`config.mk`:
```
export PLATFORM = sky130hd
export DESIGN_NAME = i2c_bit_level_master_flat
export DESIGN_NICKNAME = d
export VERILOG_FILES = /design/src/rtl/core/i2cbm_pkg.sv /design/src/rtl/core/i2cbm_in_if.sv /design/src/rtl/core/i2cbm_out_if.sv /design/src/rtl/core/i2cbm_cfg_if.sv /design/src/rtl/core/i2c_bit_level_master.sv /design/src/flat_wrapper.sv
export SDC_FILE = /design/constraint.sdc
export NUM_CORES = 1
export LEC_CHECK = 0
export ABC_AREA = 1
export BUFFER_PORTS_ARGS = -buffer_cell sky130_fd_sc_hd__buf_4
export CORE_MARGIN = 2
export CORE_UTILIZATION = 40
export CTS_BUF_LIST = sky130_fd_sc_hd__clkbuf_4
export CTS_CLUSTER_SIZE = 28
export DETAILED_ROUTE_END_ITERATION = 12
export GPL_ROUTABILITY_DRIVEN = 0
export HOLD_SLACK_MARGIN = 0.03
export RECOVER_POWER = 100
export SLEW_MARGIN = 5
export SYNTH_ARGS = -nofsm -noshare
export SYNTH_HDL_FRONTEND = slang
export SYNTH_SLANG_ARGS = --single-unit
```
`constraint.sdc`:
```
create_clock -name clk -period 11.2 [get_ports clk]
set_input_delay 0 -clock clk [delete_from_list [all_inputs] [get_ports clk]]
set_output_delay 0 -clock clk [all_outputs]
set_load 0.02 [all_outputs]
```
`src/rtl/core/i2cbm_pkg.sv`:
```
package i2cbm_pkg;

	// Command and tick codes of the action field; a command code doubles as the op code
	typedef enum logic [2:0] {
		OP_IDLE  = 3'd0,
		OP_START = 3'd1,
		OP_STOP  = 3'd2,
		OP_WRITE = 3'd3,
		OP_READ  = 3'd4,
		OP_INIT  = 3'd5
	} op_t;

	localparam logic [2:0] ACT_TICK  = 3'd0;
	localparam logic [2:0] ACT_START = 3'd1;
	localparam logic [2:0] ACT_STOP  = 3'd2;
	localparam logic [2:0] ACT_WRITE = 3'd3;
	localparam logic [2:0] ACT_READ  = 3'd4;
	localparam logic [2:0] ACT_INIT  = 3'd5;

	localparam logic [7:0] PHASE_TICKS_RST = 8'd16;
	localparam logic [3:0] BITS_PER_BYTE   = 4'd8;

	// Number of line phases in the current bit slot
	function automatic logic [1:0] phase_count(input op_t op, input logic [3:0] bit_idx);
		logic [1:0] n;
		n = 2'd1;
		unique case (op)
			OP_START: n = 2'd3;
			OP_STOP:  n = 2'd2;
			OP_INIT:  n = 2'd1;
			OP_WRITE: n = (bit_idx < BITS_PER_BYTE) ? 2'd3 : 2'd2;
			OP_READ: begin
				if (bit_idx < BITS_PER_BYTE)
					n = 2'd2;
				else if (bit_idx == BITS_PER_BYTE)
					n = 2'd3;
				else
					n = 2'd1;
			end
			default: n = 2'd1;
		endcase
		return n;
	endfunction

	// Index of the last bit slot of a command
	function automatic logic [3:0] last_bit(input op_t op);
		logic [3:0] n;
		n = 4'd0;
		if (op == OP_WRITE)
			n = BITS_PER_BYTE;
		else if (op == OP_READ)
			n = BITS_PER_BYTE + 4'd1;
		return n;
	endfunction

endpackage

```
`src/rtl/core/i2cbm_in_if.sv`:
```
interface i2cbm_in_if;
	logic       valid;
	logic       ready;
	logic [2:0] action;
	logic [7:0] data_byte;
	logic       send_ack;
	logic       sda_in;

	modport source (output valid, action, data_byte, send_ack, sda_in, input ready);
	modport sink (input valid, action, data_byte, send_ack, sda_in, output ready);
endinterface

```
`src/rtl/core/i2cbm_out_if.sv`:
```
interface i2cbm_out_if;
	logic       valid;
	logic       ready;
	logic       scl_out;
	logic       sda_out;
	logic       busy_res;
	logic       done_res;
	logic [7:0] rx_byte;
	logic       ack_seen;

	modport source (output valid, scl_out, sda_out, busy_res, done_res, rx_byte, ack_seen,
		input ready);
	modport sink (input valid, scl_out, sda_out, busy_res, done_res, rx_byte, ack_seen,
		output ready);
endinterface

```
`src/rtl/core/i2cbm_cfg_if.sv`:
```
interface i2cbm_cfg_if;
	logic       valid;
	logic       ready;
	logic [7:0] phase_ticks;

	modport source (output valid, phase_ticks, input ready);
	modport sink (input valid, phase_ticks, output ready);
endinterface

```
`src/rtl/core/i2c_bit_level_master.sv`:
```
// Channel   | Dir | Payload
// ----------+-----+--------------------------------------------------------
// in_item   | in  | action, data_byte, send_ack, sda_in
// out_item  | out | scl_out, sda_out, busy_res, done_res, rx_byte, ack_seen
// cfg       | in  | phase_ticks
//
// One item per cycle while in_item.ready is high: each transfer updates the
// sequencer state in the same cycle and its result lands in a single output register.
// in_item.ready is high whenever the output register is empty or being taken.
// arst_n clears the sequencer to idle with SCL and SDA released, phase_ticks to 16.
// cfg is always ready; a write takes effect on the next item.
module i2c_bit_level_master
	import i2cbm_pkg::*;
(
	input  logic clk,
	input  logic arst_n,
	i2cbm_in_if.sink     in_item,
	i2cbm_out_if.source  out_item,
	i2cbm_cfg_if.sink    cfg
);

	// Sequencer state
	op_t        op_q, op_n;
	logic [1:0] ph_q, ph_n;
	logic [3:0] bit_q, bit_n;
	logic [7:0] shift_q, shift_n;
	logic [7:0] delay_q, delay_n;
	logic       scl_q, scl_n;
	logic       sda_q, sda_n;
	logic       ack_q, ack_n;
	logic [7:0] rx_q, rx_n;
	logic       nack_q, nack_n;
	logic       done_n;
	logic [7:0] ticks_q;

	// Output register
	logic       out_valid_q;
	logic       out_scl_q, out_sda_q, out_busy_q, out_done_q, out_ack_q;
	logic [7:0] out_rx_q;

	logic       take;
	logic       enter;
	logic [2:0] ph_inc;
	logic [3:0] bit_inc;
	logic       wbit;

	assign in_item.ready = !out_valid_q || out_item.ready;
	assign take          = in_item.valid && in_item.ready;
	assign cfg.ready     = 1'b1;

	// Config register
	always_ff @(posedge clk or negedge arst_n) begin
		if (!arst_n)
			ticks_q <= PHASE_TICKS_RST;
		else if (cfg.valid)
			ticks_q <= cfg.phase_ticks;
	end

	// Next state: command start, tick advance, then the levels of the phase entered
	always_comb begin
		op_n    = op_q;
		ph_n    = ph_q;
		bit_n   = bit_q;
		shift_n = shift_q;
		delay_n = delay_q;
		scl_n   = scl_q;
		sda_n   = sda_q;
		ack_n   = ack_q;
		rx_n    = rx_q;
		nack_n  = nack_q;
		done_n  = 1'b0;
		enter   = 1'b0;
		ph_inc  = 3'd0;
		bit_inc = 4'd0;
		wbit    = 1'b0;

		if (op_q == OP_IDLE) begin
			if (in_item.action >= ACT_START && in_item.action <= ACT_INIT) begin
				op_n  = op_t'(in_item.action);
				ph_n  = 2'd0;
				bit_n = 4'd0;
				if (in_item.action == ACT_WRITE)
					shift_n = in_item.data_byte;
				if (in_item.action == ACT_READ) begin
					shift_n = 8'd0;
					nack_n  = !in_item.send_ack;
				end
				enter = 1'b1;
			end
		end else if (in_item.action == ACT_TICK) begin
			if (delay_q > 8'd1) begin
				delay_n = delay_q - 8'd1;
			end else begin
				delay_n = 8'd0;
				ph_inc  = {1'b0, ph_q} + 3'd1;
				bit_inc = bit_q;
				if (ph_inc >= {1'b0, phase_count(op_q, bit_q)}) begin
					ph_inc  = 3'd0;
					bit_inc = bit_q + 4'd1;
				end
				if (bit_inc > last_bit(op_q)) begin
					op_n   = OP_IDLE;
					ph_n   = 2'd0;
					bit_n  = 4'd0;
					done_n = 1'b1;
				end else begin
					ph_n  = ph_inc[1:0];
					bit_n = bit_inc;
					enter = 1'b1;
				end
			end
		end

		if (enter) begin
			unique case (op_n)
				OP_INIT: begin
					scl_n = 1'b1;
					sda_n = 1'b1;
				end
				OP_START: begin
					if (ph_n == 2'd0) begin
						scl_n = 1'b1;
						sda_n = 1'b1;
					end else if (ph_n == 2'd1) begin
						sda_n = 1'b0;
					end else begin
						scl_n = 1'b0;
					end
				end
				OP_STOP: begin
					if (ph_n == 2'd0)
						scl_n = 1'b1;
					else
						sda_n = 1'b1;
				end
				OP_WRITE: begin
					if (bit_n < BITS_PER_BYTE) begin
						// Data bit, most significant first; SDA falls again after a one
						wbit = shift_n[3'd7 - bit_n[2:0]];
						if (ph_n == 2'd0) begin
							sda_n = wbit;
							scl_n = 1'b1;
						end else if (ph_n == 2'd1) begin
							scl_n = 1'b0;
						end else if (wbit) begin
							sda_n = 1'b0;
						end
					end else begin
						// Slave ack slot
						if (ph_n == 2'd0) begin
							sda_n = 1'b1;
							scl_n = 1'b1;
						end else begin
							scl_n = 1'b0;
							ack_n = in_item.sda_in;
						end
					end
				end
				OP_READ: begin
					if (bit_n < BITS_PER_BYTE) begin
						if (ph_n == 2'd0) begin
							sda_n = 1'b1;
							scl_n = 1'b1;
						end else begin
							scl_n   = 1'b0;
							shift_n = {shift_n[6:0], in_item.sda_in};
						end
					end else if (bit_n == BITS_PER_BYTE) begin
						// Master ack or nack slot
						if (ph_n == 2'd0) begin
							rx_n  = shift_n;
							sda_n = nack_n;
							scl_n = 1'b1;
						end else if (ph_n == 2'd1) begin
							scl_n = 1'b0;
						end else if (nack_n) begin
							sda_n = 1'b0;
						end
					end
				end
				default: begin
				end
			endcase
			delay_n = (ticks_q != 8'd0) ? ticks_q : 8'd1;
		end
	end

	// State registers, advanced on each accepted transfer
	always_ff @(posedge clk or negedge arst_n) begin
		if (!arst_n) begin
			op_q    <= OP_IDLE;
			ph_q    <= 2'd0;
			bit_q   <= 4'd0;
			shift_q <= 8'd0;
			delay_q <= 8'd0;
			scl_q   <= 1'b1;
			sda_q   <= 1'b1;
			ack_q   <= 1'b0;
			rx_q    <= 8'd0;
			nack_q  <= 1'b0;
		end else if (take) begin
			op_q    <= op_n;
			ph_q    <= ph_n;
			bit_q   <= bit_n;
			shift_q <= shift_n;
			delay_q <= delay_n;
			scl_q   <= scl_n;
			sda_q   <= sda_n;
			ack_q   <= ack_n;
			rx_q    <= rx_n;
			nack_q  <= nack_n;
		end
	end

	// Output register valid
	always_ff @(posedge clk or negedge arst_n) begin
		if (!arst_n)
			out_valid_q <= 1'b0;
		else if (take)
			out_valid_q <= 1'b1;
		else if (out_item.ready)
			out_valid_q <= 1'b0;
	end

	// Output register payload
	always_ff @(posedge clk) begin
		if (take) begin
			out_scl_q  <= scl_n;
			out_sda_q  <= sda_n;
			out_busy_q <= (op_n != OP_IDLE);
			out_done_q <= done_n;
			out_rx_q   <= rx_n;
			out_ack_q  <= ack_n;
		end
	end

	// Result channel drive
	always_comb begin
		out_item.valid    = out_valid_q;
		out_item.scl_out  = out_scl_q;
		out_item.sda_out  = out_sda_q;
		out_item.busy_res = out_busy_q;
		out_item.done_res = out_done_q;
		out_item.rx_byte  = out_rx_q;
		out_item.ack_seen = out_ack_q;
	end

endmodule

```
`src/flat_wrapper.sv`:
```
// flat-port wrapper written by rule: the top's interface ports become plain ports
module i2c_bit_level_master_flat import i2cbm_pkg::*;
  (clk, arst_n, in_item_valid, in_item_action, in_item_data_byte, in_item_send_ack, in_item_sda_in, in_item_ready, out_item_valid, out_item_scl_out, out_item_sda_out, out_item_busy_res, out_item_done_res, out_item_rx_byte, out_item_ack_seen, out_item_ready, cfg_valid, cfg_phase_ticks, cfg_ready);
  i2cbm_in_if in_item_i ();
  i2cbm_out_if out_item_i ();
  i2cbm_cfg_if cfg_i ();
  input  logic clk;
  input  logic arst_n;
  input wire logic [$bits(in_item_i.valid)-1:0] in_item_valid;
  input wire logic [$bits(in_item_i.action)-1:0] in_item_action;
  input wire logic [$bits(in_item_i.data_byte)-1:0] in_item_data_byte;
  input wire logic [$bits(in_item_i.send_ack)-1:0] in_item_send_ack;
  input wire logic [$bits(in_item_i.sda_in)-1:0] in_item_sda_in;
  output wire logic [$bits(in_item_i.ready)-1:0] in_item_ready;
  output wire logic [$bits(out_item_i.valid)-1:0] out_item_valid;
  output wire logic [$bits(out_item_i.scl_out)-1:0] out_item_scl_out;
  output wire logic [$bits(out_item_i.sda_out)-1:0] out_item_sda_out;
  output wire logic [$bits(out_item_i.busy_res)-1:0] out_item_busy_res;
  output wire logic [$bits(out_item_i.done_res)-1:0] out_item_done_res;
  output wire logic [$bits(out_item_i.rx_byte)-1:0] out_item_rx_byte;
  output wire logic [$bits(out_item_i.ack_seen)-1:0] out_item_ack_seen;
  input wire logic [$bits(out_item_i.ready)-1:0] out_item_ready;
  input wire logic [$bits(cfg_i.valid)-1:0] cfg_valid;
  input wire logic [$bits(cfg_i.phase_ticks)-1:0] cfg_phase_ticks;
  output wire logic [$bits(cfg_i.ready)-1:0] cfg_ready;
  assign in_item_i.valid = in_item_valid;
  assign in_item_i.action = in_item_action;
  assign in_item_i.data_byte = in_item_data_byte;
  assign in_item_i.send_ack = in_item_send_ack;
  assign in_item_i.sda_in = in_item_sda_in;
  assign in_item_ready = in_item_i.ready;
  assign out_item_valid = out_item_i.valid;
  assign out_item_scl_out = out_item_i.scl_out;
  assign out_item_sda_out = out_item_i.sda_out;
  assign out_item_busy_res = out_item_i.busy_res;
  assign out_item_done_res = out_item_i.done_res;
  assign out_item_rx_byte = out_item_i.rx_byte;
  assign out_item_ack_seen = out_item_i.ack_seen;
  assign out_item_i.ready = out_item_ready;
  assign cfg_i.valid = cfg_valid;
  assign cfg_i.phase_ticks = cfg_phase_ticks;
  assign cfg_ready = cfg_i.ready;
  i2c_bit_level_master u_core (.clk(clk), .arst_n(arst_n), .in_item(in_item_i), .out_item(out_item_i), .cfg(cfg_i));
endmodule
```
## Word-level counts from Yosys, hierarchy flattened

Cells that the tools add are included.
Widths: inputs -> output; s select.

| word-level totals | value |
|---|---|
| output and inout port bits | 16 |
| register bits after elaboration | 59 |
| word-level logic and storage cells | 153 |
| input port bits | 26 |

| operators by class | value |
|---|---|
| equal/unequal tests | 15 |
| reduce and logical (&&, ||, !) cells | 14 |
| $lt $le $gt $ge | 8 |
| muxes and demuxes | 93 |
| add/subtract/negate cells | 4 |
| bitwise logic cells | 1 |

Operators by type and width:

| operator | number |
|---|---|
| $mux 8 | 18 |
| $mux 4 | 14 |
| $mux 1 | 41 |
| $mux 2 | 11 |
| $eq 3x2->1 const B | 5 |
| $mux 3 | 5 |
| $eq 3x3->1 const B | 4 |
| $pmux 1 s5 | 2 |
| $eq 4x4->1 const B | 2 |
| $gt 8x1->1 const B | 1 |
| $lt 4x4->1 const B | 2 |
| $pmux 2 s4 | 1 |
| $reduce_bool 8->1 | 1 |
| $sub 8x1->8 const B | 1 |
| $eq 3x1->1 const B | 2 |
| $logic_not 3->1 | 2 |
| $add 4x1->4 const B | 1 |
| $gt 4x4->1 | 1 |
| $lt 3x4->1 const B | 1 |
| $reduce_bool 2->1 | 2 |
| $add 2x1->3 const B | 1 |
| $bmux 1 s3 | 1 |
| $ge 3x1->1 const B | 1 |
| $ge 3x2->1 | 1 |
| other kinds (12) | 14 |

## Depth between registers and ports, before layout

| logic depth | value |
|---|---|
| word-level depth | 26 |
| mapped depth | 30 |

## Least setup slack after synthesis

OpenSTA, ideal clock, no wires.

| timing | value |
|---|---|
| path kind | reg2reg |
| from | reg u_core.op_q[1] |
| to | reg u_core.out_rx_q[6] (netlist: u_core.out_item.rx_byte[6]) (data pin) |
| path slack | 7,217 ps |
| arrival | 3,716 ps |
| path buffers | 1 |
| data required time | 10,933 ps |
| clock period less this slack | 3,983 ps |
| stages on the path, launching flop included | 28 |
| path through | dfrtp_1 nor2_1 inv_2 nor2_1 inv_1 nor2_1 a21oi_1 fa_1 inv_1 nor2_1 nand2_1 nand2_2 xor2_1 ha_1 or2_2 nand3_2 nand2_2 nand2_4 nand2_8 nand2_2 nand2_2 a21oi_1 nand2_1 nor2_1 nand3_2 buf_6 nand2_1 o21ai_2 |

| on the way | value |
|---|---|
| longest elaborated chain between the ends | 21 |

RTL lines:

| item | RTL line | text |
|---|---|---|
| from (decl) | i2c_bit_level_master.sv:23 | `op_t op_q, op_n;` |
| from (signal assigned) | i2c_bit_level_master.sv:202 | `op_q <= op_n;` |
| parallel branches: the longest is 20 deep, another holds $gt 4x4->1 | -- |  |
| $mux 8 (*) | i2c_bit_level_master.sv:114 | `if (enter) begin` |
| via u_core.rx_n[6] | i2c_bit_level_master.sv:31 | `logic [7:0] rx_q, rx_n;` |
| to (signal assigned) | i2c_bit_level_master.sv:232 | `out_rx_q <= rx_n;` |
| to (decl) | i2c_bit_level_master.sv:39 | `logic [7:0] out_rx_q;` |

Mark *: on every way through the listed nets, which the timed path passes. The select of a mux whose other input is x is not followed.
A chain may end at the register's enable or synchronous reset.

## Worst setup path in the final report

| timing | value |
|---|---|
| from | reg u_core.op_q[1] |
| to | reg u_core.shift_q[2] |

| on the way | value |
|---|---|
| longest elaborated chain between the ends | 20 |

RTL lines:

| item | RTL line | text |
|---|---|---|
| parallel branches: the longest is 19 deep, another holds $gt 4x4->1 | -- |  |
| $mux 8 (*) | i2c_bit_level_master.sv:114 |  |
| to (signal assigned) | i2c_bit_level_master.sv:205 | `shift_q <= shift_n;` |
| to (decl) | i2c_bit_level_master.sv:26 | `logic [7:0] shift_q, shift_n;` |

Mark *: on every way between the ends. The select of a mux whose other input is x is not followed.

==> results.md <==
* Critical path capture point type: flip-flop
* Post-CTS clock slew at the launch and capture registers of the worst setup and hold paths at about 0.11 ns
* Most common cell after layout, fill and taps aside: sky130_fd_sc_hd__nand2_1
* Pin slew with the least headroom to its limit at about 2.6 ns
* Run status: complete, but fails checks
* Slew headroom at -73.8%
* Setup violations, final at 0
* Layout Area Growth over Synthesis at 16.8%
* Final Slew Violations at 91
* Launching element type of the critical path: flip-flop
* Drt initial violations at 174
* Min Clock Period, post-route at between 5 and 6 ns
* Synthesized area per cell at ~8 um^2
* Number of port buffers at 40
* Leak pwr at 0.00201 uW
* Pin count of the biggest net entering global routing at 47
* Core Region at just over 0.009 mm^2
* Total wire length at roughly 9.4 mm
* Final number of hold-violating endpoints at 0
* Yosys cell types at 50
* Netlist area before placement at approximately 0.0037 mm^2
* Number of levels in the clock H-tree at 3
* Clock Sink Count at 59
* Setup TNS at 0 ns
* ANT nets after route at 0
* Wire length of the first global-routing pass at ~16 mm
* Mean routed wirelength per cell at about 14 um
* CP Data Arrival Time at 6.13 ns
* Post-synthesis instance total at around 480
* Power Dens Cells at around 210 mW/mm^2
* Max Cap Viol at 2
* Cells resized by post-CTS repair at 0
* Max VDD drop at 0.0957 mV
* Sequential cell area at 0.00155 mm^2
* Dominant register cell in the synthesized netlist: sky130_fd_sc_hd__dfrtp_1
* Total global routing track utilization at 19.8%
* Initial antenna violation count at 0
* Worst-case clock skew at ~0.018 ns
* Finished Core Util at approximately 48%
* Number of synthesized register bits at slightly below 60
* Number of fill cells in the layout at approximately 880
* Most frequent cells in the layout: sky130_fd_sc_hd__nand2_1 (131), sky130_fd_sc_hd__inv_1 (56), sky130_fd_sc_hd__o21ai_0 (50)
* Count of unresolved DRC violations after routing at 0
* HPWL after detailed placement at 6.51 mm
* Yosys warning total at 0
* Root Buffer: sky130_fd_sc_hd__clkbuf_4
* Setup repair after global routing missed its margin: false
* Placement Rows at 35
* Critical path type: reg -> reg
* Required time worst endpoint at 11.55 ns
* Antenna Cells at 0
* Vias per inst at 5.23
* Fraction of final layout cells sized beyond drive strength 1 at 11.8%
* Number of global-route vias before repair at between 3000 and 4000
* Final net count at just under 600
* Num ports at between 40 and 50
* Multi-input logic area at 0.00179 mm^2
* Clock tree from TritonCTS: done
* Die H at approximately 100 um
* Worst-path fanout max at 9
* Number of enable-type register cells in the synthesized netlist at 13
* Share of synthesized area occupied by flip-flops and latches at 41.4%
* First-pass iteration count of the detailed router at 4
* Max Buffers Root-to-Sink at 2
* Fraction of registers with async set/reset at between 70% and 80%
* Total via count in the routed design at between 3000 and 4000
* Latest clock arrival within the worst-skew pair at 0.41 ns
* Die span in x at between 100 and 150 um
* Period utilization at 51.6%
* Timing-limited maximum frequency at approximately 170 MHz
* Grt ovf at 0
* Violated checks: max-capacitance violations, max-slew violations
* Kind of path behind the tightest hold check: in -> reg
* Number of CTS-inserted buffers at 9
* Number of nets in the synthesized netlist at a little over 500
* Area of the die at 0.0101 mm^2
* Initial standard-cell utilization of the core at between 40% and 50%
-- cells in the mapped netlist, drive strengths merged, types with 2 or more instances --
cell type,instances,area share (%)
nand2,137,15
inv,60,6.0
o21ai,52,7.2
dfrtp,43,29
nor2,32,4.3
a21oi,29,4.4
nand3,29,4.6
edfxtp,13,10
o22ai,9,1.5
ha,8,2.7
o211ai,8,1.6
clkbuf,7,0.70
a22o,6,1.4
nor3,5,1.1
buf,4,0.91
nand4,4,0.67
a21boi,3,0.60
a22oi,3,1.3
a31oi,3,0.50
dfstp,3,2.1
mux2,3,0.91
a211oi,2,0.40
or2,2,0.34
xnor2,2,0.47
xor2,2,0.47
-- path summary, 6_finish.rpt --
kind	endpoint	slack [ns]	startpoint	cells past startpoint
max in group asynchronous	u_core.delay_q[6]	8.78	arst_n	2
min in group asynchronous	u_core.rx_q[3]	0.94	arst_n	2
setup reg to reg	u_core.shift_q[2]	5.42	u_core.op_q[1]	26
hold reg to reg	u_core.sda_q	0.48	u_core.sda_q	2
setup / recovery	u_core.shift_q[2]	5.42	u_core.op_q[1]	26
hold / removal	u_core.nack_q	0.05	in_item_send_ack	4
-- critical path, cell delays in order, from the launching register on --
cell and delay, ns:
sky130_fd_sc_hd__dfrtp_1 0.43, sky130_fd_sc_hd__nor2_1 0.11, sky130_fd_sc_hd__inv_1 0.08, sky130_fd_sc_hd__nor2_1 0.18, sky130_fd_sc_hd__inv_1 0.08, sky130_fd_sc_hd__nor2_1 0.09
sky130_fd_sc_hd__a21oi_1 0.06, sky130_fd_sc_hd__fa_1 0.53, sky130_fd_sc_hd__inv_1 0.03, sky130_fd_sc_hd__nor2_1 0.07, sky130_fd_sc_hd__nand2_1 0.08, sky130_fd_sc_hd__nand2_1 0.19
sky130_fd_sc_hd__xor2_1 0.24, sky130_fd_sc_hd__ha_1 0.28, sky130_fd_sc_hd__or2_2 0.28, sky130_fd_sc_hd__nand3_1 0.11, sky130_fd_sc_hd__nand2_1 0.12, sky130_fd_sc_hd__nand2_4 0.07
sky130_fd_sc_hd__nand2_1 0.20, sky130_fd_sc_hd__a21oi_1 0.49, sky130_fd_sc_hd__nand2_2 0.12, sky130_fd_sc_hd__nor2_1 0.27, sky130_fd_sc_hd__clkinv_1 0.14, sky130_fd_sc_hd__nor3_1 0.69
sky130_fd_sc_hd__inv_1 0.36, sky130_fd_sc_hd__a21oi_1 0.21, sky130_fd_sc_hd__a22o_1 0.18
-- flip-flops by register name, summed over array words and instances (netlist names), 2 cells and up --
signal	count
u_core.ph_q	2
u_core.delay_q	8
u_core.op_q	3
u_core.rx_q	8
u_core.out_item.rx_byte	8
u_core.ticks_q	8
u_core.bit_q	4
u_core.shift_q	8
-- where the power goes --
| group | leakage, uW | switching, uW | internal [uW] | total [uW] |
|---|---|---|---|---|
| Clock | 0.0000772 | 85.3 | 70.8 | 156 |
| Combinational | 0.00121 | 288 | 156 | 444 |
| Sequential | 0.000719 | 35.1 | 273 | 308 |
| Total | 0.00201 | 409 | 500 | 908 |
-- metal layers --
metal / vias up / routed length [um] / GRT usage [%]
met4: 0 / 265 / 8.54
met3: 23 / 453 / 3.47
met1: 1605 / 3940 / 23.6
met2: 90 / 4710 / 35.2
li1: 1735 / - / -
met5: - / 0 / 0
-- logic make-up (layout without fill, tap and decap cells) --
family,Yosys count,in the layout,synth area share (%)
buffers and inverters,71,145,7.65
and+or+nand+nor,212,212,26.5
muxes,3,3,0.906
DFF,59,59,41.4
AOI/OAI and AO/OA,116,116,19.2
other,1,1,0.101
adders and majority gates,9,9,3.22
xor gates and xnor gates,4,4,0.940
-- per-stage QoR --
step	hold WS, ns	area (um^2)	total power, uW	worst slack [ns]	cells
final	0.0537	4360	908	5.42	660
after global routing	0.137	4360	990	4.80	660
after CTS	0.0358	4530	958	6.68	660
after detailed placement	0.0634	4120	787	6.70	617
after global placement	0.0631	4120	778	6.75	617
after floorplan	-0.296	3730	674	7.22	475
-- timing repair --
| item | 4_1_cts | 5_1_grt |
|---|---|---|
| setup buffers | 0 | 0 |
| hold endpoints to repair | 61 | 0 |
| hold buffers | 27 | 0 |
-- area by class of cell --
| cell class | instances | area share (%) |
|---|---|---|
| inverter | 60 | 5.17 |
| clock buffer | 10 | 1.72 |
| multi-input combinational | 345 | 41.1 |
| tap | 111 | 3.19 |
| timing repair buffer | 69 | 11.9 |
| clock inverter | 6 | 1.46 |
| sequential | 59 | 35.5 |
No activity file was read; power rests on OpenSTA's default activity.
